$ cat config.mk
export PLATFORM = sky130hd
export DESIGN_NAME = modbus_frame_receiver_unit_flat
export DESIGN_NICKNAME = d
export VERILOG_FILES = /design/src/hdl/mfr_pkg.sv /design/src/hdl/mfr_if.sv /design/src/hdl/modbus_frame_receiver_unit.sv /design/src/flat_wrapper.sv
export SDC_FILE = /design/constraint.sdc
export NUM_CORES = 1
export LEC_CHECK = 0
export BUFFER_PORTS_ARGS = -buffer_cell sky130_fd_sc_hd__buf_4
export CORE_ASPECT_RATIO = 1.4
export CORE_MARGIN = 10
export CORE_UTILIZATION = 60
export CTS_BUF_LIST = sky130_fd_sc_hd__clkbuf_4 sky130_fd_sc_hd__clkbuf_8
export CTS_CLUSTER_DIAMETER = 30
export CTS_CLUSTER_SIZE = 28
export DETAILED_ROUTE_END_ITERATION = 8
export HOLD_SLACK_MARGIN = 0.05
export PLACE_DENSITY = 0.83
export SLEW_MARGIN = 40
export SYNTH_ARGS = -nofsm -noshare
export SYNTH_HDL_FRONTEND = slang
export SYNTH_SLANG_ARGS = --single-unit
$ cat constraint.sdc
create_clock -name clk_i -period 6.65 [get_ports clk_i]
set_input_delay 1.33 -clock clk_i [delete_from_list [all_inputs] [get_ports clk_i]]
set_output_delay 1.33 -clock clk_i [all_outputs]
set_load 0.01 [all_outputs]
$ cat src/hdl/mfr_pkg.sv
`default_nettype none

package mfr_pkg;

  localparam int unsigned CfgAddrW = 4;
  localparam int unsigned CfgDataW = 8;
  localparam int unsigned CountW   = 9;

  localparam logic [CfgAddrW-1:0] CfgDevAddr = CfgAddrW'(0);
  localparam logic [CfgAddrW-1:0] CfgLegacy  = CfgAddrW'(1);

  localparam logic [7:0]  DevAddrReset  = 8'h01;
  localparam logic [7:0]  LegacyCmd     = 8'h06;
  localparam logic [15:0] CrcPoly       = 16'hA001;
  localparam logic [15:0] CrcInit       = 16'hFFFF;
  localparam logic [8:0]  FrameOverhead = 9'd5;
  localparam logic [7:0]  LegacyPayload = 8'd3;

  typedef enum logic [1:0] {
    PhHunt = 2'd0,
    PhCmd  = 2'd1,
    PhLen  = 2'd2,
    PhBody = 2'd3
  } phase_e;

  function automatic logic [15:0] crc_feed(input logic [15:0] crc_in, input logic [7:0] b);
    logic [15:0] c;
    c = crc_in ^ {8'h00, b};
    for (int k = 0; k < 8; k++) begin
      if (c[0]) begin
        c = (c >> 1) ^ CrcPoly;
      end else begin
        c = c >> 1;
      end
    end
    return c;
  endfunction

endpackage

`default_nettype wire

$ cat src/hdl/mfr_if.sv
`default_nettype none

interface mfr_in_if;
  logic       valid;
  logic       ready;
  logic       cmd;
  logic [7:0] rx_byte;

  modport source (output valid, output cmd, output rx_byte, input ready);
  modport sink   (input valid, input cmd, input rx_byte, output ready);
endinterface

interface mfr_out_if;
  logic       valid;
  logic       ready;
  logic [7:0] echo_byte;
  logic [8:0] byte_index;
  logic       accepted;
  logic       frame_end;
  logic       crc_ok;

  modport source (output valid, output echo_byte, output byte_index, output accepted,
                  output frame_end, output crc_ok, input ready);
  modport sink   (input valid, input echo_byte, input byte_index, input accepted,
                  input frame_end, input crc_ok, output ready);
endinterface

interface mfr_cfg_if;
  logic                      valid;
  logic                      ready;
  logic [mfr_pkg::CfgAddrW-1:0] addr;
  logic [mfr_pkg::CfgDataW-1:0] data;

  modport source (output valid, output addr, output data, input ready);
  modport sink   (input valid, input addr, input data, output ready);
endinterface

`default_nettype wire

$ cat src/hdl/modbus_frame_receiver_unit.sv
`default_nettype none

// Modbus RTU frame receiver. Each received byte word on in_i yields one status word on
// out_o (echo, position in frame, accepted, frame end, CRC match); an idle poll word
// sends the receiver back to address hunting and yields no status. The CRC-16
// (reflected 0xA001, start 0xFFFF) is checked against the last two frame bytes, low
// byte first. A status word passes the input register and then the output register,
// and one word is taken every cycle: the input register feeds a combinational update
// of the frame state (eight CRC bit steps in one pass) into the output register, so
// only downstream stalls slow the rate. Registers on cfg_i: 0 device address, 1 legacy
// command 6 payload; write them only while idle.
module modbus_frame_receiver_unit #(
  parameter int unsigned BufSize = 128
) (
  input  wire         clk_i,
  input  wire         rst_ni,
  mfr_cfg_if.sink     cfg_i,
  mfr_in_if.sink      in_i,
  mfr_out_if.source   out_o
);
  import mfr_pkg::*;

  localparam logic [CountW-1:0] BufLimit = CountW'(BufSize);

  logic [7:0] dev_byte_q;
  logic       legacy_q;

  logic       s1_v_q;
  logic       s1_cmd_q;
  logic [7:0] s1_byte_q;

  phase_e      phase_q, phase_d, eff_phase;
  logic [8:0]  cnt_q, cnt_d;
  logic [7:0]  cmd_q, cmd_d;
  logic [7:0]  len_q, len_d;
  logic [15:0] crc_q, crc_d, crc_fed;
  logic [15:0] held_q, held_d;

  logic       out_v_q;
  logic [7:0] o_echo_q, o_echo_d;
  logic [8:0] o_idx_q, o_idx_d;
  logic       o_acc_q, o_acc_d;
  logic       o_end_q, o_end_d;
  logic       o_ok_q, o_ok_d;

  logic       out_free, s1_adv, addr_hit, end_hit;
  logic [7:0] payload;

  assign cfg_i.ready = 1'b1;

  always_ff @(posedge clk_i or negedge rst_ni) begin
    if (!rst_ni) begin
      dev_byte_q <= DevAddrReset;
      legacy_q   <= 1'b0;
    end else if (cfg_i.valid) begin
      case (cfg_i.addr)
        CfgDevAddr: dev_byte_q <= cfg_i.data;
        CfgLegacy:  legacy_q   <= cfg_i.data[0];
        default: ;
      endcase
    end
  end

  assign out_free   = !out_v_q || out_o.ready;
  assign s1_adv     = s1_v_q && (s1_cmd_q || out_free);
  assign in_i.ready = !s1_v_q || s1_adv;

  always_ff @(posedge clk_i or negedge rst_ni) begin
    if (!rst_ni) begin
      s1_v_q <= 1'b0;
    end else if (in_i.ready) begin
      s1_v_q <= in_i.valid;
    end
  end

  always_ff @(posedge clk_i) begin
    if (in_i.ready && in_i.valid) begin
      s1_cmd_q  <= in_i.cmd;
      s1_byte_q <= in_i.rx_byte;
    end
  end

  assign eff_phase = (cnt_q >= BufLimit) ? PhHunt : phase_q;
  assign addr_hit  = (s1_byte_q == dev_byte_q);
  assign payload   = (cmd_q == LegacyCmd && legacy_q) ? LegacyPayload : len_q;
  assign cnt_d     = (eff_phase == PhHunt) ? {8'h00, addr_hit} : cnt_q + 9'd1;
  assign end_hit   = (eff_phase == PhBody) && (cnt_d == {1'b0, payload} + FrameOverhead);

  always_comb begin
    phase_d = eff_phase;
    if (s1_cmd_q) begin
      phase_d = PhHunt;
    end else begin
      case (eff_phase)
        PhHunt:  phase_d = addr_hit ? PhCmd : PhHunt;
        PhCmd:   phase_d = PhLen;
        PhLen:   phase_d = PhBody;
        PhBody:  phase_d = end_hit ? PhHunt : PhBody;
        default: phase_d = PhHunt;
      endcase
    end
  end

  always_comb begin
    crc_fed  = (cnt_q >= 9'd2) ? crc_feed(crc_q, held_q[15:8]) : crc_q;
    crc_d    = crc_q;
    held_d   = held_q;
    cmd_d    = cmd_q;
    len_d    = len_q;
    o_echo_d = s1_byte_q;
    o_idx_d  = 9'd0;
    o_acc_d  = 1'b0;
    o_end_d  = 1'b0;
    o_ok_d   = 1'b0;
    if (eff_phase == PhHunt) begin
      if (addr_hit) begin
        o_acc_d = 1'b1;
        crc_d   = CrcInit;
        held_d  = {8'h00, s1_byte_q};
      end
    end else begin
      o_idx_d = cnt_q;
      o_acc_d = 1'b1;
      crc_d   = crc_fed;
      held_d  = {held_q[7:0], s1_byte_q};
      if (eff_phase == PhCmd) begin
        cmd_d = s1_byte_q;
      end
      if (eff_phase == PhLen) begin
        len_d = s1_byte_q;
      end
      if (end_hit) begin
        o_end_d = 1'b1;
        o_ok_d  = (held_q[7:0] == crc_fed[7:0]) && (s1_byte_q == crc_fed[15:8]);
      end
    end
  end

  always_ff @(posedge clk_i or negedge rst_ni) begin
    if (!rst_ni) begin
      phase_q <= PhHunt;
      cnt_q   <= 9'd0;
      cmd_q   <= 8'h00;
      len_q   <= 8'h00;
      crc_q   <= CrcInit;
      held_q  <= 16'h0000;
    end else if (s1_adv) begin
      phase_q <= phase_d;
      if (!s1_cmd_q) begin
        cnt_q  <= cnt_d;
        cmd_q  <= cmd_d;
        len_q  <= len_d;
        crc_q  <= crc_d;
        held_q <= held_d;
      end
    end
  end

  always_ff @(posedge clk_i or negedge rst_ni) begin
    if (!rst_ni) begin
      out_v_q <= 1'b0;
    end else if (out_free) begin
      out_v_q <= s1_adv && !s1_cmd_q;
    end
  end

  always_ff @(posedge clk_i) begin
    if (s1_adv && !s1_cmd_q) begin
      o_echo_q <= o_echo_d;
      o_idx_q  <= o_idx_d;
      o_acc_q  <= o_acc_d;
      o_end_q  <= o_end_d;
      o_ok_q   <= o_ok_d;
    end
  end

  assign out_o.valid      = out_v_q;
  assign out_o.echo_byte  = o_echo_q;
  assign out_o.byte_index = o_idx_q;
  assign out_o.accepted   = o_acc_q;
  assign out_o.frame_end  = o_end_q;
  assign out_o.crc_ok     = o_ok_q;

`ifndef SYNTH
  a_end_accepted: assert property (@(posedge clk_i) disable iff (!rst_ni)
    out_v_q && o_end_q |-> o_acc_q) else $error("frame end on a dropped byte");
  a_ok_at_end: assert property (@(posedge clk_i) disable iff (!rst_ni)
    out_v_q && o_ok_q |-> o_end_q) else $error("crc match outside frame end");
  a_idx_accepted: assert property (@(posedge clk_i) disable iff (!rst_ni)
    out_v_q && (o_idx_q != 9'd0) |-> o_acc_q) else $error("index on a dropped byte");
  a_frame_count: assert property (@(posedge clk_i) disable iff (!rst_ni)
    phase_q != PhHunt |-> cnt_q != 9'd0) else $error("open frame with zero count");
  a_stall_full: assert property (@(posedge clk_i) disable iff (!rst_ni)
    !in_i.ready |-> s1_v_q && !s1_cmd_q && out_v_q) else $error("stall without full stage");
`endif

endmodule

`default_nettype wire

$ cat src/flat_wrapper.sv
// flat-port wrapper written by rule: the top's interface ports become plain ports
module modbus_frame_receiver_unit_flat import mfr_pkg::*;
#(
  parameter int unsigned BufSize = 128
)
  (clk_i, rst_ni, cfg_i_valid, cfg_i_addr, cfg_i_data, cfg_i_ready, in_i_valid, in_i_cmd, in_i_rx_byte, in_i_ready, out_o_valid, out_o_echo_byte, out_o_byte_index, out_o_accepted, out_o_frame_end, out_o_crc_ok, out_o_ready);
  mfr_cfg_if cfg_i_i ();
  mfr_in_if in_i_i ();
  mfr_out_if out_o_i ();
  input  wire clk_i;
  input  wire rst_ni;
  input wire logic [$bits(cfg_i_i.valid)-1:0] cfg_i_valid;
  input wire logic [$bits(cfg_i_i.addr)-1:0] cfg_i_addr;
  input wire logic [$bits(cfg_i_i.data)-1:0] cfg_i_data;
  output wire logic [$bits(cfg_i_i.ready)-1:0] cfg_i_ready;
  input wire logic [$bits(in_i_i.valid)-1:0] in_i_valid;
  input wire logic [$bits(in_i_i.cmd)-1:0] in_i_cmd;
  input wire logic [$bits(in_i_i.rx_byte)-1:0] in_i_rx_byte;
  output wire logic [$bits(in_i_i.ready)-1:0] in_i_ready;
  output wire logic [$bits(out_o_i.valid)-1:0] out_o_valid;
  output wire logic [$bits(out_o_i.echo_byte)-1:0] out_o_echo_byte;
  output wire logic [$bits(out_o_i.byte_index)-1:0] out_o_byte_index;
  output wire logic [$bits(out_o_i.accepted)-1:0] out_o_accepted;
  output wire logic [$bits(out_o_i.frame_end)-1:0] out_o_frame_end;
  output wire logic [$bits(out_o_i.crc_ok)-1:0] out_o_crc_ok;
  input wire logic [$bits(out_o_i.ready)-1:0] out_o_ready;
  assign cfg_i_i.valid = cfg_i_valid;
  assign cfg_i_i.addr = cfg_i_addr;
  assign cfg_i_i.data = cfg_i_data;
  assign cfg_i_ready = cfg_i_i.ready;
  assign in_i_i.valid = in_i_valid;
  assign in_i_i.cmd = in_i_cmd;
  assign in_i_i.rx_byte = in_i_rx_byte;
  assign in_i_ready = in_i_i.ready;
  assign out_o_valid = out_o_i.valid;
  assign out_o_echo_byte = out_o_i.echo_byte;
  assign out_o_byte_index = out_o_i.byte_index;
  assign out_o_accepted = out_o_i.accepted;
  assign out_o_frame_end = out_o_i.frame_end;
  assign out_o_crc_ok = out_o_i.crc_ok;
  assign out_o_i.ready = out_o_ready;
  modbus_frame_receiver_unit #(.BufSize(BufSize)) u_core (.clk_i(clk_i), .rst_ni(rst_ni), .cfg_i(cfg_i_i), .in_i(in_i_i), .out_o(out_o_i));
endmodule
# After elaboration in Yosys (flattened, before gate mapping)
# Index checks and enable logic that the tools add are counted.
[totals]
n_memories = 0
ram_bits = 0
output_inout_bits = 23
in_bits = 26
rom_bits = 0
wordCells = 86
regBits = 99
latchBits = 0
[classes]
shifts = 0
muxes = 22
n_mul = 0
addsub = 2
div = 0
n_bitwise = 12
order_cmp = 2
n_reduce_logical = 21
n_eq_ne = 10
[op_table]
columns = ["op", "n"]
rows = [
  ["$mux 16", 13],
  ["$eq 8x8->1", 3],
  ["$not 2->3", 8],
  ["$xor 16x8->16", 1],
  ["$add 8x3->9 const B", 1],
  ["$add 9x1->9 const B", 1],
  ["$eq 9x9->1", 1],
  ["$ge 9x2->1 const B", 1],
  ["$ge 9x8->1 const B", 1],
  ["$mux 9", 1],
  ["$eq 8x3->1 const B", 1],
  ["$mux 8", 1],
  ["$pmux 2 s4", 1],
  ["$reduce_and 4->1", 2],
  ["$logic_and 1x1->1", 6],
  ["$mux 2", 3],
  ["$reduce_and 2->1", 3],
  ["$eq 2x2->1 const B", 2],
  ["$eq 4x1->1 const B", 1],
  ["$logic_not 4->1", 1],
  ["$logic_not 1->1", 3],
  ["$logic_or 1x1->1", 3],
  ["$mux 1", 3],
  ["$not 1->1", 3],
  ["5 further kinds", 5],
]

# Depth between registers and ports, before layout
# Gate-level depths: netlist of run 1.
[depth]
depth_word = 20
depth_mapped = 13
ltp_nobuf = 11

# Least setup slack after synthesis of run 1
# OpenSTA, ideal clock, no wires.
[synth_path]
path_type = "input-to-reg"
start = "input port out_o_ready"
end = "register u_core.len_q[0]"
path_buffers = 1
setup_slack_ps = 3001
arrival_ps = 3524
required_ps = 6525
setup_time_ps = 125
path_stages = 7
path_cell_list = "nand2b_1 o21ai_0 or2_2 clkbuf_1 clkinv_1 nand4b_1 mux2_2"
[synth_via]
elab_chain_len = 4
[synth_lines]
columns = ["item", "line_no", "rtl"]
rows = [
  ["start, declared", "flat_wrapper.sv:26", "input wire logic [$bits(out_o_i.ready)-1:0] out_o_ready;"],
  ["$logic_or 1x1->1", "modbus_frame_receiver_unit.sv:64", "assign out_free = !out_v_q || out_o.ready;"],
  ["$logic_or 1x1->1", "modbus_frame_receiver_unit.sv:65", "assign s1_adv = s1_v_q && (s1_cmd_q || out_free);"],
  ["$logic_and 1x1->1", "modbus_frame_receiver_unit.sv:65", ""],
  ["$reduce_and 4->1 (no line)", "-", ""],
  ["end signal, assigned", "modbus_frame_receiver_unit.sv:152", "len_q <= len_d;"],
  ["end, declared", "modbus_frame_receiver_unit.sv:35", "logic [7:0] len_q, len_d;"],
]
# Every way passes these cells.
# A chain may end at the register's enable or synchronous reset.

# Worst setup path in the final report of run 1
[layout_path]
start = "register u_core.cmd_q[5]"
end = "register u_core.o_ok_q (netlist: u_core.out_o.crc_ok), data pin"
[layout_via]
elab_chain_len = 8
[layout_lines]
columns = ["item", "line_no", "rtl"]
rows = [
  ["start, declared", "modbus_frame_receiver_unit.sv:34", "logic [7:0] cmd_q, cmd_d;"],
  ["start signal, assigned", "modbus_frame_receiver_unit.sv:151", "cmd_q <= cmd_d;"],
  ["$eq 8x3->1", "modbus_frame_receiver_unit.sv:85", "assign payload = (cmd_q == LegacyCmd && legacy_q) ? LegacyPayload : len_q;"],
  ["$logic_and 1x1->1", "modbus_frame_receiver_unit.sv:85", ""],
  ["$mux 8", "modbus_frame_receiver_unit.sv:85", ""],
  ["$add 8x3->9", "modbus_frame_receiver_unit.sv:87", "assign end_hit = (eff_phase == PhBody) && (cnt_d == {1'b0, payload} + FrameOverhead);"],
  ["$eq 9x9->1", "modbus_frame_receiver_unit.sv:87", ""],
  ["$logic_and 1x1->1", "modbus_frame_receiver_unit.sv:87", ""],
  ["$not 1->1 (no line)", "-", ""],
  ["$reduce_or 2->1 (no line)", "-", ""],
  ["end signal, assigned", "modbus_frame_receiver_unit.sv:173", "o_ok_q <= o_ok_d;"],
  ["end, declared", "modbus_frame_receiver_unit.sv:44", "logic o_ok_q, o_ok_d;"],
]
# Every way passes these cells.

==> flow_results.xml, run 1 <==
<?xml version="1.0" encoding="UTF-8"?>
<metrics>
  <group name="min_path">
    <metric name="whs_endpoint" unit="">u_core.cmd_q[1]</metric>
    <metric name="worstHoldStart" unit="">u_core.cmd_q[1]</metric>
    <metric name="min_delay_path_depth" unit="">1</metric>
    <metric name="hold_path_class" unit="">reg -&gt; reg</metric>
  </group>
  <group name="sta">
    <metric name="hold_violations" unit="">0</metric>
    <metric name="finalCriticalPeriod" unit="ns">4.17</metric>
    <metric name="period_share" unit="%">62.6</metric>
    <metric name="maxClockFrequency" unit="MHz">240</metric>
    <metric name="grt_setup_unrepaired" unit="">false</metric>
    <metric name="clock-skew-final" unit="ns">0.00670</metric>
    <metric name="slew-limit-headroom" unit="%">43.1</metric>
    <metric name="setup_violations" unit="">0</metric>
    <metric name="drv_slew" unit="">0</metric>
    <metric name="timing_worst_slew_pin_value" unit="ns">0.853</metric>
    <metric name="setup_total_negative_slack" unit="ns">0</metric>
  </group>
  <group name="clocking">
    <metric name="clock-sinks" unit="">99</metric>
    <metric name="cts_buffers" unit="">9</metric>
    <metric name="clock_tree.htree_level_count" unit="">3</metric>
    <metric name="worstSkewPairLatency" unit="ns">0.37</metric>
    <metric name="clock_tree.buffer_depth" unit="">2</metric>
    <metric name="cts_tree" unit="">done</metric>
    <metric name="cts.reportedPaths.clkPinSlew" unit="ns">0.08</metric>
    <metric name="cts_hold_buf" unit="">0</metric>
    <metric name="post-cts-setup-buffers" unit="">0</metric>
    <metric name="post_cts_repair_resize_count" unit="">0</metric>
    <metric name="clock_tree.root_cell" unit="">sky130_fd_sc_hd__clkbuf_8</metric>
  </group>
  <group name="synth">
    <metric name="syn-instance-count" unit="">444</metric>
    <metric name="ys_seq_area_share" unit="%">52.7</metric>
    <metric name="synth_ff_type" unit="">sky130_fd_sc_hd__dfrtp_1</metric>
    <metric name="post_synth_main_area_contributors" unit="">sky130_fd_sc_hd__dfrtp_1 26%, sky130_fd_sc_hd__edfxtp_1 17%, sky130_fd_sc_hd__dfstp_2 8.9%</metric>
    <metric name="synthDominantCellAreaShare" unit="%">26.4</metric>
    <metric name="synth-async-reset-ratio" unit="%">70.7</metric>
    <metric name="synth_seq_cells" unit="">99</metric>
    <metric name="number_of_enable_flip_flop_cells_after_synthesis" unit="">29</metric>
    <metric name="yosys.area.top_type" unit="">sky130_fd_sc_hd__dfrtp_1</metric>
    <metric name="synth_warn" unit="">0</metric>
    <metric name="yosysUniqueCellTypes" unit="">63</metric>
    <metric name="netlist_area" unit="mm^2">0.00502</metric>
    <metric name="syn_area_per_cell" unit="um^2">11.3</metric>
  </group>
  <group name="worst_setup_path">
    <metric name="cp_data_required_time" unit="ns">6.88</metric>
    <metric name="cp_cell_sequence" unit="">nor4b_1, nand4b_1, nand2_1, ha_1, o21ai_1, xnor2_1, or4_1, o311ai_1, o221ai_1, a2111oi_1, o2111a_1</metric>
    <metric name="critical_path_class" unit="">reg -&gt; reg</metric>
    <metric name="r2r-end" unit="">u_core.out_o.crc_ok</metric>
    <metric name="ff2ff_setup_slack" unit="ns">2.48</metric>
    <metric name="critical-path-slowest-cell" unit="">sky130_fd_sc_hd__a2111oi_1</metric>
    <metric name="critical_path.startpoint_type" unit="">flop</metric>
    <metric name="path_buf_inv" unit="">0</metric>
    <metric name="critPathMaxStageDelay" unit="ns">0.81</metric>
    <metric name="rr_startpoint" unit="">u_core.cmd_q[5]</metric>
    <metric name="r2r.worst_path.cells" unit="">11</metric>
    <metric name="setup.worst_path.end_class" unit="">flop</metric>
    <metric name="worst-endpoint-arrival" unit="ns">4.40</metric>
    <metric name="critPathTopFamily" unit="">simple AND/OR/NAND/NOR gates</metric>
    <metric name="crit_path_max_fanout" unit="">13</metric>
  </group>
  <group name="final_layout">
    <metric name="drive_gt1_share" unit="%">23.8</metric>
    <metric name="post-route-cell-area" unit="mm^2">0.00563</metric>
    <metric name="layout_common_cells" unit="">53 x sky130_fd_sc_hd__dfrtp_1, 49 x sky130_fd_sc_hd__nand2_1, 48 x sky130_fd_sc_hd__buf_4</metric>
    <metric name="fin_cells" unit="">589</metric>
    <metric name="finalNetCount" unit="">510</metric>
    <metric name="flow.area_growth_from_synthesis" unit="%">12.2</metric>
    <metric name="antenna_cells_inserted" unit="">0</metric>
    <metric name="fill_cells" unit="">583</metric>
    <metric name="final_common_cell" unit="">sky130_fd_sc_hd__dfrtp_1</metric>
  </group>
  <group name="global_routing">
    <metric name="initial_antenna_violation_count" unit="">0</metric>
    <metric name="total_routing_resource_utilization_after_global_routing" unit="%">18.5</metric>
    <metric name="grt_pass1_vias" unit="">3780</metric>
    <metric name="grt_start_max_net_pins" unit="">71</metric>
    <metric name="globalRouteOverflowTotal" unit="">0</metric>
    <metric name="wire_length_of_the_first_global_routing_pass" unit="mm">18.7</metric>
  </group>
  <group name="place">
    <metric name="detailed_place_hpwl" unit="mm">8.19</metric>
    <metric name="place_inst" unit="">573</metric>
    <metric name="numPortBuffers" unit="">47</metric>
    <metric name="placed_cell_area" unit="mm^2">0.00542</metric>
    <metric name="place_congestion" unit="">0.913</metric>
  </group>
  <group name="die">
    <metric name="rows" unit="">39</metric>
    <metric name="die_width" unit="um">97.3</metric>
    <metric name="core" unit="mm^2">0.00815</metric>
    <metric name="initial_core_util" unit="%">61.6</metric>
    <metric name="dieHeight" unit="um">128</metric>
    <metric name="num_io_pins" unit="">49</metric>
    <metric name="die_area" unit="mm^2">0.0125</metric>
  </group>
  <group name="route">
    <metric name="postRouteWirelength" unit="mm">11.5</metric>
    <metric name="drt_first_iter_violations" unit="">305</metric>
    <metric name="ant_nets" unit="">0</metric>
    <metric name="routed-via-count" unit="">3700</metric>
    <metric name="vias_per_cell" unit="">6.28</metric>
    <metric name="number_of_detailed_routing_iterations_run_before_antenna_repair" unit="">7</metric>
    <metric name="drc" unit="">0</metric>
    <metric name="drt-wirelength-per-cell" unit="um">19.5</metric>
  </group>
  <group name="power">
    <metric name="pwr_per_cell_area" unit="mW/mm^2">376</metric>
    <metric name="cellLeakagePower" unit="nW">2.42</metric>
    <metric name="peakVddDrop" unit="mV">0.316</metric>
  </group>
  <group name="status">
    <metric name="run_status" unit="">finished clean</metric>
  </group>
  <group name="job">
    <metric name="timing.max_cap.violations" unit="">0</metric>
  </group>
</metrics>
## sequential cells by signal (all words and copies together) (netlist names)
signal	flops
u_core.cmd_q	8
u_core.cnt_q	9
u_core.crc_q	16
u_core.dev_byte_q	8
u_core.held_q	16
u_core.legacy_q	1
u_core.len_q	8
u_core.o_echo_d	8
u_core.out_o.accepted	1
u_core.out_o.byte_index	9
u_core.out_o.crc_ok	1
u_core.out_o.echo_byte	8
u_core.out_o.frame_end	1
u_core.out_o.valid	1
u_core.phase_q	2
u_core.s1_cmd_q	1
u_core.s1_v_q	1
## report_power, final
part | switching (mW) | internal [mW]
clock | 0.194 | 0.196
sequential | 0.142 | 0.794
combinational | 0.397 | 0.395
total | 0.733 | 1.39
## cell type report
cell class,count,area (um^2),share of cell area (%)
tap,102,128,2.27
clock buffer,14,161,2.87
inverter,7,26.3,0.467
sequential,99,2640,47.0
clock inverter,2,36.3,0.644
timing repair buffer,49,372,6.60
multi-input combinational,316,2260,40.2
## through the flow
stage,setup slack [ns],utilization [%],hold WS (ns),power [mW]
after floorplan,3.00,-,0.424,1.53
after global placement,2.30,66.5,0.479,1.70
after detailed placement,2.05,66.5,0.495,1.73
after CTS,2.45,68.9,0.514,2.12
after global routing,2.08,69.1,0.534,2.24
final,2.48,69.1,0.518,2.12
## logic make-up (layout without fill, tap and decap cells)
logic type	after synthesis	count (layout)	synth area share [%]
and+or+nand+nor	131	131	13.0
DFF	99	99	52.7
AOI/OAI and AO/OA	88	88	12.5
xor gates and xnor gates	55	55	10.7
muxes	37	37	8.00
buffers and inverters	30	72	2.54
adders and majority gates	2	2	0.498
other	2	3	0.150
## worst max-delay path by stage
| stage | cells past startpoint | slack [ns] | start | endpoint |
|---|---|---|---|---|
| final | 11 | 2.48 | u_core.cmd_q[5] | u_core.out_o.crc_ok |
| after global routing | 11 | 2.08 | u_core.cmd_q[5] | u_core.out_o.crc_ok |
| after CTS | 11 | 2.45 | u_core.cmd_q[4] | u_core.out_o.crc_ok |
| after detailed placement | 8 | 2.05 | out_o_ready | u_core.crc_q[4] |
| after global placement | 8 | 2.30 | out_o_ready | u_core.crc_q[15] |
| after floorplan | 7 | 3.00 | out_o_ready | u_core.len_q[0] |
## routing by layer
| metal | GRT usage (%) | vias up | part of all wire (%) | wire, um |
|---|---|---|---|---|
| met2 | 30.4 | 187 | 49 | 5610 |
| met4 | 9.35 | 0 | 3.5 | 402 |
| met1 | 21.7 | 1790 | 39 | 4510 |
| met3 | 5.23 | 36 | 8.3 | 951 |
| li1 | - | 1687 | - | - |
| met5 | 0 | - | 0 | 0 |
## Yosys cell counts, types with 4 or more instances
library cell	number
sky130_fd_sc_hd__o2111ai_1	4
sky130_fd_sc_hd__o22a_1	8
sky130_fd_sc_hd__edfxtp_1	29
sky130_fd_sc_hd__mux2_2	25
sky130_fd_sc_hd__nor2_1	24
sky130_fd_sc_hd__xnor2_1	21
sky130_fd_sc_hd__nand4_1	6
sky130_fd_sc_hd__dfrtp_1	53
sky130_fd_sc_hd__a21oi_1	13
sky130_fd_sc_hd__nor3_1	8
sky130_fd_sc_hd__or2_2	4
sky130_fd_sc_hd__inv_1	6
sky130_fd_sc_hd__xor2_1	30
sky130_fd_sc_hd__nand2_1	49
sky130_fd_sc_hd__or3_1	5
sky130_fd_sc_hd__nand3_1	8
sky130_fd_sc_hd__and3_1	6
sky130_fd_sc_hd__mux2i_1	12
sky130_fd_sc_hd__o21ai_0	22
sky130_fd_sc_hd__clkbuf_1	17
sky130_fd_sc_hd__dfstp_2	17
sky130_fd_sc_hd__a22o_1	6
sky130_fd_sc_hd__a211oi_1	5
Note: power is estimated with default switching activity, not from simulation.
==> run 2, diff against run 1 <==
clock period = 4.4 ns   (was 6.65 ns; I/O delays follow)
==> flow_results.xml, run 2 (synthesized netlist as in run 1, its figures left out) <==
<?xml version="1.0" encoding="UTF-8"?>
<metrics>
  <group name="final_layout">
    <metric name="fin_cells" unit="">593</metric>
    <metric name="drive_gt1_share" unit="%">24.2</metric>
    <metric name="finalNetCount" unit="">514</metric>
    <metric name="final_common_cell" unit="">sky130_fd_sc_hd__dfrtp_1</metric>
    <metric name="largestRegisters" unit="">u_core.crc_q x16, u_core.held_q x16</metric>
    <metric name="layout_common_cells" unit="">53 x sky130_fd_sc_hd__dfrtp_1, 52 x sky130_fd_sc_hd__buf_4, 49 x sky130_fd_sc_hd__nand2_1</metric>
    <metric name="antenna_cells_inserted" unit="">0</metric>
    <metric name="flow.area_growth_from_synthesis" unit="%">12.5</metric>
    <metric name="post-route-cell-area" unit="mm^2">0.00565</metric>
    <metric name="final_util" unit="%">69.3</metric>
  </group>
  <group name="worst_setup_path">
    <metric name="r2r.worst_path.cells" unit="">11</metric>
    <metric name="critical_path.startpoint_type" unit="">flop</metric>
    <metric name="setup.worst_path.end_class" unit="">flop</metric>
    <metric name="rr_startpoint" unit="">u_core.cmd_q[5]</metric>
    <metric name="critical_path_class" unit="">reg -&gt; reg</metric>
    <metric name="worst-endpoint-arrival" unit="ns">4.20</metric>
    <metric name="cp_data_required_time" unit="ns">4.65</metric>
    <metric name="ff2ff_setup_slack" unit="ns">0.45</metric>
    <metric name="critPathLaunch" unit="">u_core.cmd_q[5]</metric>
    <metric name="r2r-end" unit="">u_core.out_o.crc_ok</metric>
    <metric name="crit_path_max_fanout" unit="">13</metric>
  </group>
  <group name="clocking">
    <metric name="cts_tree" unit="">done</metric>
    <metric name="cts.reportedPaths.clkPinSlew" unit="ns">0.09</metric>
    <metric name="post-cts-setup-buffers" unit="">0</metric>
    <metric name="clock_tree.htree_level_count" unit="">3</metric>
    <metric name="clock_tree.buffer_depth" unit="">2</metric>
    <metric name="cts_buffers" unit="">9</metric>
    <metric name="worstSkewPairLatency" unit="ns">0.38</metric>
    <metric name="post_cts_repair_resize_count" unit="">0</metric>
    <metric name="cts_hold_buf" unit="">0</metric>
    <metric name="clock_tree.root_cell" unit="">sky130_fd_sc_hd__clkbuf_8</metric>
    <metric name="clock-sinks" unit="">99</metric>
  </group>
  <group name="sta">
    <metric name="finalCriticalPeriod" unit="ns">3.95</metric>
    <metric name="setup_total_negative_slack" unit="ns">0</metric>
    <metric name="final.setup.worst_slack" unit="ns">0.454</metric>
    <metric name="drv_slew" unit="">0</metric>
    <metric name="hold_violations" unit="">0</metric>
    <metric name="clock-skew-final" unit="ns">0.00875</metric>
    <metric name="timing_worst_slew_pin_value" unit="ns">0.712</metric>
    <metric name="maxClockFrequency" unit="MHz">253</metric>
    <metric name="slew-limit-headroom" unit="%">52.4</metric>
    <metric name="setup_violations" unit="">0</metric>
    <metric name="grt_setup_unrepaired" unit="">false</metric>
    <metric name="period_share" unit="%">89.7</metric>
    <metric name="final.hold.worst_slack" unit="ns">0.409</metric>
  </group>
  <group name="global_routing">
    <metric name="globalRouteOverflowTotal" unit="">0</metric>
    <metric name="grt_pass1_vias" unit="">3874</metric>
    <metric name="wire_length_of_the_first_global_routing_pass" unit="mm">19.6</metric>
    <metric name="grt_start_max_net_pins" unit="">45</metric>
    <metric name="initial_antenna_violation_count" unit="">0</metric>
    <metric name="total_routing_resource_utilization_after_global_routing" unit="%">19.5</metric>
  </group>
  <group name="route">
    <metric name="postRouteWirelength" unit="mm">11.8</metric>
    <metric name="ant_nets" unit="">0</metric>
    <metric name="drt_first_iter_violations" unit="">342</metric>
    <metric name="drc" unit="">0</metric>
    <metric name="routed-via-count" unit="">3709</metric>
    <metric name="vias_per_cell" unit="">6.25</metric>
    <metric name="drt-wirelength-per-cell" unit="um">20.0</metric>
    <metric name="number_of_detailed_routing_iterations_run_before_antenna_repair" unit="">5</metric>
  </group>
  <group name="status">
    <metric name="run_status" unit="">finished clean</metric>
  </group>
  <group name="place">
    <metric name="detailed_place_hpwl" unit="mm">8.52</metric>
    <metric name="placement.setup.worst_slack" unit="ns">0.262</metric>
    <metric name="numPortBuffers" unit="">47</metric>
    <metric name="place_inst" unit="">577</metric>
    <metric name="place_congestion" unit="">0.942</metric>
    <metric name="placed_cell_area" unit="mm^2">0.00546</metric>
  </group>
  <group name="die">
    <metric name="die_width" unit="um">97.3</metric>
    <metric name="core" unit="mm^2">0.00815</metric>
    <metric name="rows" unit="">39</metric>
    <metric name="die_area" unit="mm^2">0.0125</metric>
    <metric name="initial_core_util" unit="%">61.6</metric>
    <metric name="dieHeight" unit="um">128</metric>
    <metric name="num_io_pins" unit="">49</metric>
  </group>
  <group name="power">
    <metric name="cellLeakagePower" unit="nW">2.42</metric>
    <metric name="design_power_total" unit="mW">3.16</metric>
    <metric name="pwr_per_cell_area" unit="mW/mm^2">560</metric>
    <metric name="peakVddDrop" unit="mV">0.443</metric>
  </group>
  <group name="job">
    <metric name="timing.max_cap.violations" unit="">0</metric>
  </group>
  <group name="min_path">
    <metric name="hold_path_class" unit="">in -&gt; async</metric>
  </group>
</metrics>
[run 2: cell count changes in the layout (fill, tap and decap cells not counted), moves of 2 or more]
| cell | previous run | this run |
|---|---|---|
| sky130_fd_sc_hd__buf_4 | 48 | 52 |
| sky130_fd_sc_hd__clkbuf_4 | 5 | 2 |
| sky130_fd_sc_hd__clkinv_1 | 0 | 2 |
| sky130_fd_sc_hd__clkinv_2 | 0 | 2 |
[run 2: routing by layer]
metal | GRT usage (%) | vias up | share of wire, %
li1 | - | 1699 | -
met2 | 33.3 | 138 | 50
met5 | 0 | - | 0
met3 | 4.69 | 38 | 5.5
met1 | 21.8 | 1834 | 40
met4 | 11.1 | 0 | 4.1
[run 2: layout make-up]
class	instances	area [um^2]
Inverter	7	26.3
Fill cell	588	2500
Clock buffer	11	139
Clock inverter	5	30.0
Timing Repair Buffer	53	410
Multi-Input combinational cell	316	2270
Tap cell	102	128
Sequential cell	99	2640
[run 2: worst max-delay path: stages, from the launching register on]
cell                        delay, ns
sky130_fd_sc_hd__dfrtp_1         0.38
sky130_fd_sc_hd__nor4b_1         0.32
sky130_fd_sc_hd__nand4b_1        0.45
sky130_fd_sc_hd__nand2_1         0.25
sky130_fd_sc_hd__ha_1            0.42
sky130_fd_sc_hd__o21ai_1         0.12
sky130_fd_sc_hd__xnor2_1         0.23
sky130_fd_sc_hd__or4_1           0.53
sky130_fd_sc_hd__o311ai_1        0.09
sky130_fd_sc_hd__o221ai_1        0.20
sky130_fd_sc_hd__a2111oi_2       0.58
sky130_fd_sc_hd__o2111a_1        0.25
[run 2: power breakdown]
group	internal [mW]	total (mW)	switching (mW)
registers	1.20	1.40	0.204
logic	0.603	1.24	0.635
clock network	0.215	0.518	0.303
total	2.02	3.16	1.14
[run 2: how the worst max path moves through the flow]
stage,endpoint,cells past startpoint
6_report,u_core.out_o.crc_ok,11
5_1_grt,u_core.out_o.crc_ok,11
4_1_cts,u_core.out_o.crc_ok,11
3_5_place_dp,u_core.out_o.crc_ok,11
3_3_place_gp,u_core.out_o.crc_ok,11
2_1_floorplan,u_core.len_q[0],7
==> run 3, diff against run 2 <==
CORE_MARGIN = 8   (was 10)
==> flow_results.xml, run 3 (synthesized netlist as in run 1, its figures left out) <==
<?xml version="1.0" encoding="UTF-8"?>
<metrics>
  <group name="status">
    <metric name="run_status" unit="">finished clean</metric>
  </group>
  <group name="clocking">
    <metric name="post-cts-setup-buffers" unit="">0</metric>
    <metric name="clock_tree.root_cell" unit="">sky130_fd_sc_hd__clkbuf_8</metric>
    <metric name="clock-sinks" unit="">99</metric>
    <metric name="cts_buffers" unit="">9</metric>
    <metric name="clock_tree.buffer_depth" unit="">2</metric>
    <metric name="cts_tree" unit="">done</metric>
    <metric name="clock_tree.htree_level_count" unit="">3</metric>
    <metric name="worstSkewPairLatency" unit="ns">0.36</metric>
    <metric name="cts.reportedPaths.clkPinSlew" unit="ns">0.08</metric>
  </group>
  <group name="sta">
    <metric name="hold_violations" unit="">0</metric>
    <metric name="clock-skew-final" unit="ns">0.00899</metric>
    <metric name="timing_worst_slew_pin_value" unit="ns">0.870</metric>
    <metric name="grt_setup_unrepaired" unit="">false</metric>
    <metric name="finalCriticalPeriod" unit="ns">4.07</metric>
    <metric name="slew-limit-headroom" unit="%">41.5</metric>
    <metric name="setup_violations" unit="">0</metric>
    <metric name="maxClockFrequency" unit="MHz">246</metric>
    <metric name="period_share" unit="%">92.5</metric>
    <metric name="setup_total_negative_slack" unit="ns">0</metric>
    <metric name="drv_slew" unit="">0</metric>
  </group>
  <group name="die">
    <metric name="die_width" unit="um">93.3</metric>
    <metric name="die_area" unit="mm^2">0.0116</metric>
    <metric name="num_io_pins" unit="">49</metric>
    <metric name="initial_core_util" unit="%">61.6</metric>
    <metric name="dieHeight" unit="um">124</metric>
    <metric name="rows" unit="">39</metric>
    <metric name="core" unit="mm^2">0.00815</metric>
  </group>
  <group name="place">
    <metric name="detailed_place_hpwl" unit="mm">8.21</metric>
    <metric name="numPortBuffers" unit="">47</metric>
    <metric name="place_congestion" unit="">0.974</metric>
  </group>
  <group name="global_routing">
    <metric name="met3_usage" unit="%">3.80</metric>
    <metric name="total_routing_resource_utilization_after_global_routing" unit="%">20.7</metric>
    <metric name="grtUsageMet1" unit="%">25.1</metric>
    <metric name="wire_length_of_the_first_global_routing_pass" unit="mm">19.2</metric>
    <metric name="use_met2" unit="%">34.5</metric>
    <metric name="globalRouteOverflowTotal" unit="">0</metric>
    <metric name="grt_pass1_vias" unit="">3837</metric>
    <metric name="initial_antenna_violation_count" unit="">0</metric>
    <metric name="grt-busiest-layer" unit="">met2</metric>
    <metric name="grt_start_max_net_pins" unit="">71</metric>
  </group>
  <group name="final_layout">
    <metric name="largestRegisters" unit="">u_core.crc_q x16, u_core.held_q x16</metric>
    <metric name="flow.area_growth_from_synthesis" unit="%">12.4</metric>
    <metric name="antenna_cells_inserted" unit="">0</metric>
    <metric name="drive_gt1_share" unit="%">23.9</metric>
    <metric name="final_util" unit="%">69.3</metric>
    <metric name="finalNetCount" unit="">513</metric>
    <metric name="final_common_cell" unit="">sky130_fd_sc_hd__dfrtp_1</metric>
    <metric name="layout_common_cells" unit="">53 x sky130_fd_sc_hd__dfrtp_1, 51 x sky130_fd_sc_hd__buf_4, 49 x sky130_fd_sc_hd__nand2_1</metric>
  </group>
  <group name="route">
    <metric name="number_of_detailed_routing_iterations_run_before_antenna_repair" unit="">6</metric>
    <metric name="postRouteWirelength" unit="mm">11.7</metric>
    <metric name="ant_nets" unit="">0</metric>
    <metric name="routed-via-count" unit="">3673</metric>
    <metric name="drt-wirelength-per-cell" unit="um">19.7</metric>
    <metric name="vias_per_cell" unit="">6.20</metric>
    <metric name="drt_first_iter_violations" unit="">404</metric>
    <metric name="drc" unit="">0</metric>
  </group>
  <group name="worst_setup_path">
    <metric name="r2r.worst_path.cells" unit="">11</metric>
    <metric name="rr_startpoint" unit="">u_core.cmd_q[5]</metric>
    <metric name="ff2ff_setup_slack" unit="ns">0.33</metric>
    <metric name="worst_setup_path_endpoint" unit="">u_core.out_o.crc_ok</metric>
    <metric name="worst-endpoint-arrival" unit="ns">4.29</metric>
    <metric name="critical_path.startpoint_type" unit="">flop</metric>
    <metric name="critPathLaunch" unit="">u_core.cmd_q[5]</metric>
    <metric name="setup.worst_path.end_class" unit="">flop</metric>
    <metric name="critical_path_class" unit="">reg -&gt; reg</metric>
    <metric name="crit_path_max_fanout" unit="">13</metric>
    <metric name="r2r-end" unit="">u_core.out_o.crc_ok</metric>
    <metric name="cp_data_required_time" unit="ns">4.62</metric>
  </group>
  <group name="power">
    <metric name="pwr_per_cell_area" unit="mW/mm^2">570</metric>
    <metric name="peakVddDrop" unit="mV">0.598</metric>
    <metric name="design_power_total" unit="mW">3.22</metric>
    <metric name="cellLeakagePower" unit="nW">2.41</metric>
  </group>
  <group name="job">
    <metric name="timing.max_cap.violations" unit="">0</metric>
  </group>
  <group name="min_path">
    <metric name="hold_path_class" unit="">reg -&gt; reg</metric>
  </group>
</metrics>
==> run 3: changes by cell type in the layout (fill, tap and decap cells not counted) <==
cell,before,now
sky130_fd_sc_hd__buf_12,1,0
sky130_fd_sc_hd__buf_4,52,51
sky130_fd_sc_hd__buf_6,0,1
sky130_fd_sc_hd__bufinv_16,0,1
sky130_fd_sc_hd__clkinv_1,2,3
sky130_fd_sc_hd__clkinv_2,2,0
sky130_fd_sc_hd__nor4_2,0,1
sky130_fd_sc_hd__nor4_4,1,0
==> run 3: worst min path at each step <==
| stage | from | end | depth (start not counted) |
|---|---|---|---|
| 2_1_floorplan | u_core.o_echo_d[7] | u_core.out_o.echo_byte[7] | 0 |
| 3_3_place_gp | u_core.cmd_q[6] | u_core.cmd_q[6] | 1 |
| 3_5_place_dp | u_core.cmd_q[6] | u_core.cmd_q[6] | 1 |
| 4_1_cts | u_core.cmd_q[6] | u_core.cmd_q[6] | 1 |
| 5_1_grt | u_core.cmd_q[6] | u_core.cmd_q[6] | 1 |
| 6_report | u_core.cmd_q[6] | u_core.cmd_q[6] | 1 |
==> run 3: metal layers <==
metal | part of all wire, % | up-vias
met5 | 0 | -
met2 | 51 | 157
met3 | 5.8 | 34
li1 | - | 1687
met4 | 2.5 | 0
met1 | 40 | 1795
==> run 3: what timing repair did <==
item | 4_1_cts | 5_1_grt
endpoints found under the setup margin | 0 | 3
endpoints found under the hold margin | 0 | 0
resized for setup | 0 | 1
hold buffers | 0 | 0
==> run 3: power breakdown <==
group	switching (mW)	internal (mW)
Clock	0.299	0.273
Combinational	0.641	0.602
Sequential	0.204	1.20
==> run 3: cell type report <==
| class | count | area (um^2) |
|---|---|---|
| clock buffer | 11 | 139 |
| tap | 102 | 128 |
| fill | 616 | 2500 |
| timing repair buffer | 52 | 394 |
| inverter | 7 | 26.3 |
| sequential | 99 | 2640 |
| multi-input combinational | 316 | 2260 |
| clock inverter | 5 | 53.8 |
==> run 3: worst max-delay path: stages (launching register included) <==
cell                        delay, ns
sky130_fd_sc_hd__dfrtp_1         0.39
sky130_fd_sc_hd__nor4b_1         0.33
sky130_fd_sc_hd__nand4b_1        0.45
sky130_fd_sc_hd__nand2_1         0.25
sky130_fd_sc_hd__ha_1            0.44
sky130_fd_sc_hd__o21ai_1         0.12
sky130_fd_sc_hd__xnor2_1         0.23
sky130_fd_sc_hd__or4_1           0.57
sky130_fd_sc_hd__o311ai_1        0.10
sky130_fd_sc_hd__o221ai_1        0.21
sky130_fd_sc_hd__a2111oi_2       0.59
sky130_fd_sc_hd__o2111a_1        0.26
==> run 3: stage by stage <==
step	cell area, um^2	hold WS (ns)	instances	setup WS, ns
final	5640	0.508	592	0.331
after global routing	5640	0.519	592	0.00601
after CTS	5640	0.509	592	0.233
after detailed placement	5440	0.489	576	0.288
after global placement	5440	0.477	576	0.485
after floorplan	5020	0.424	445	1.20
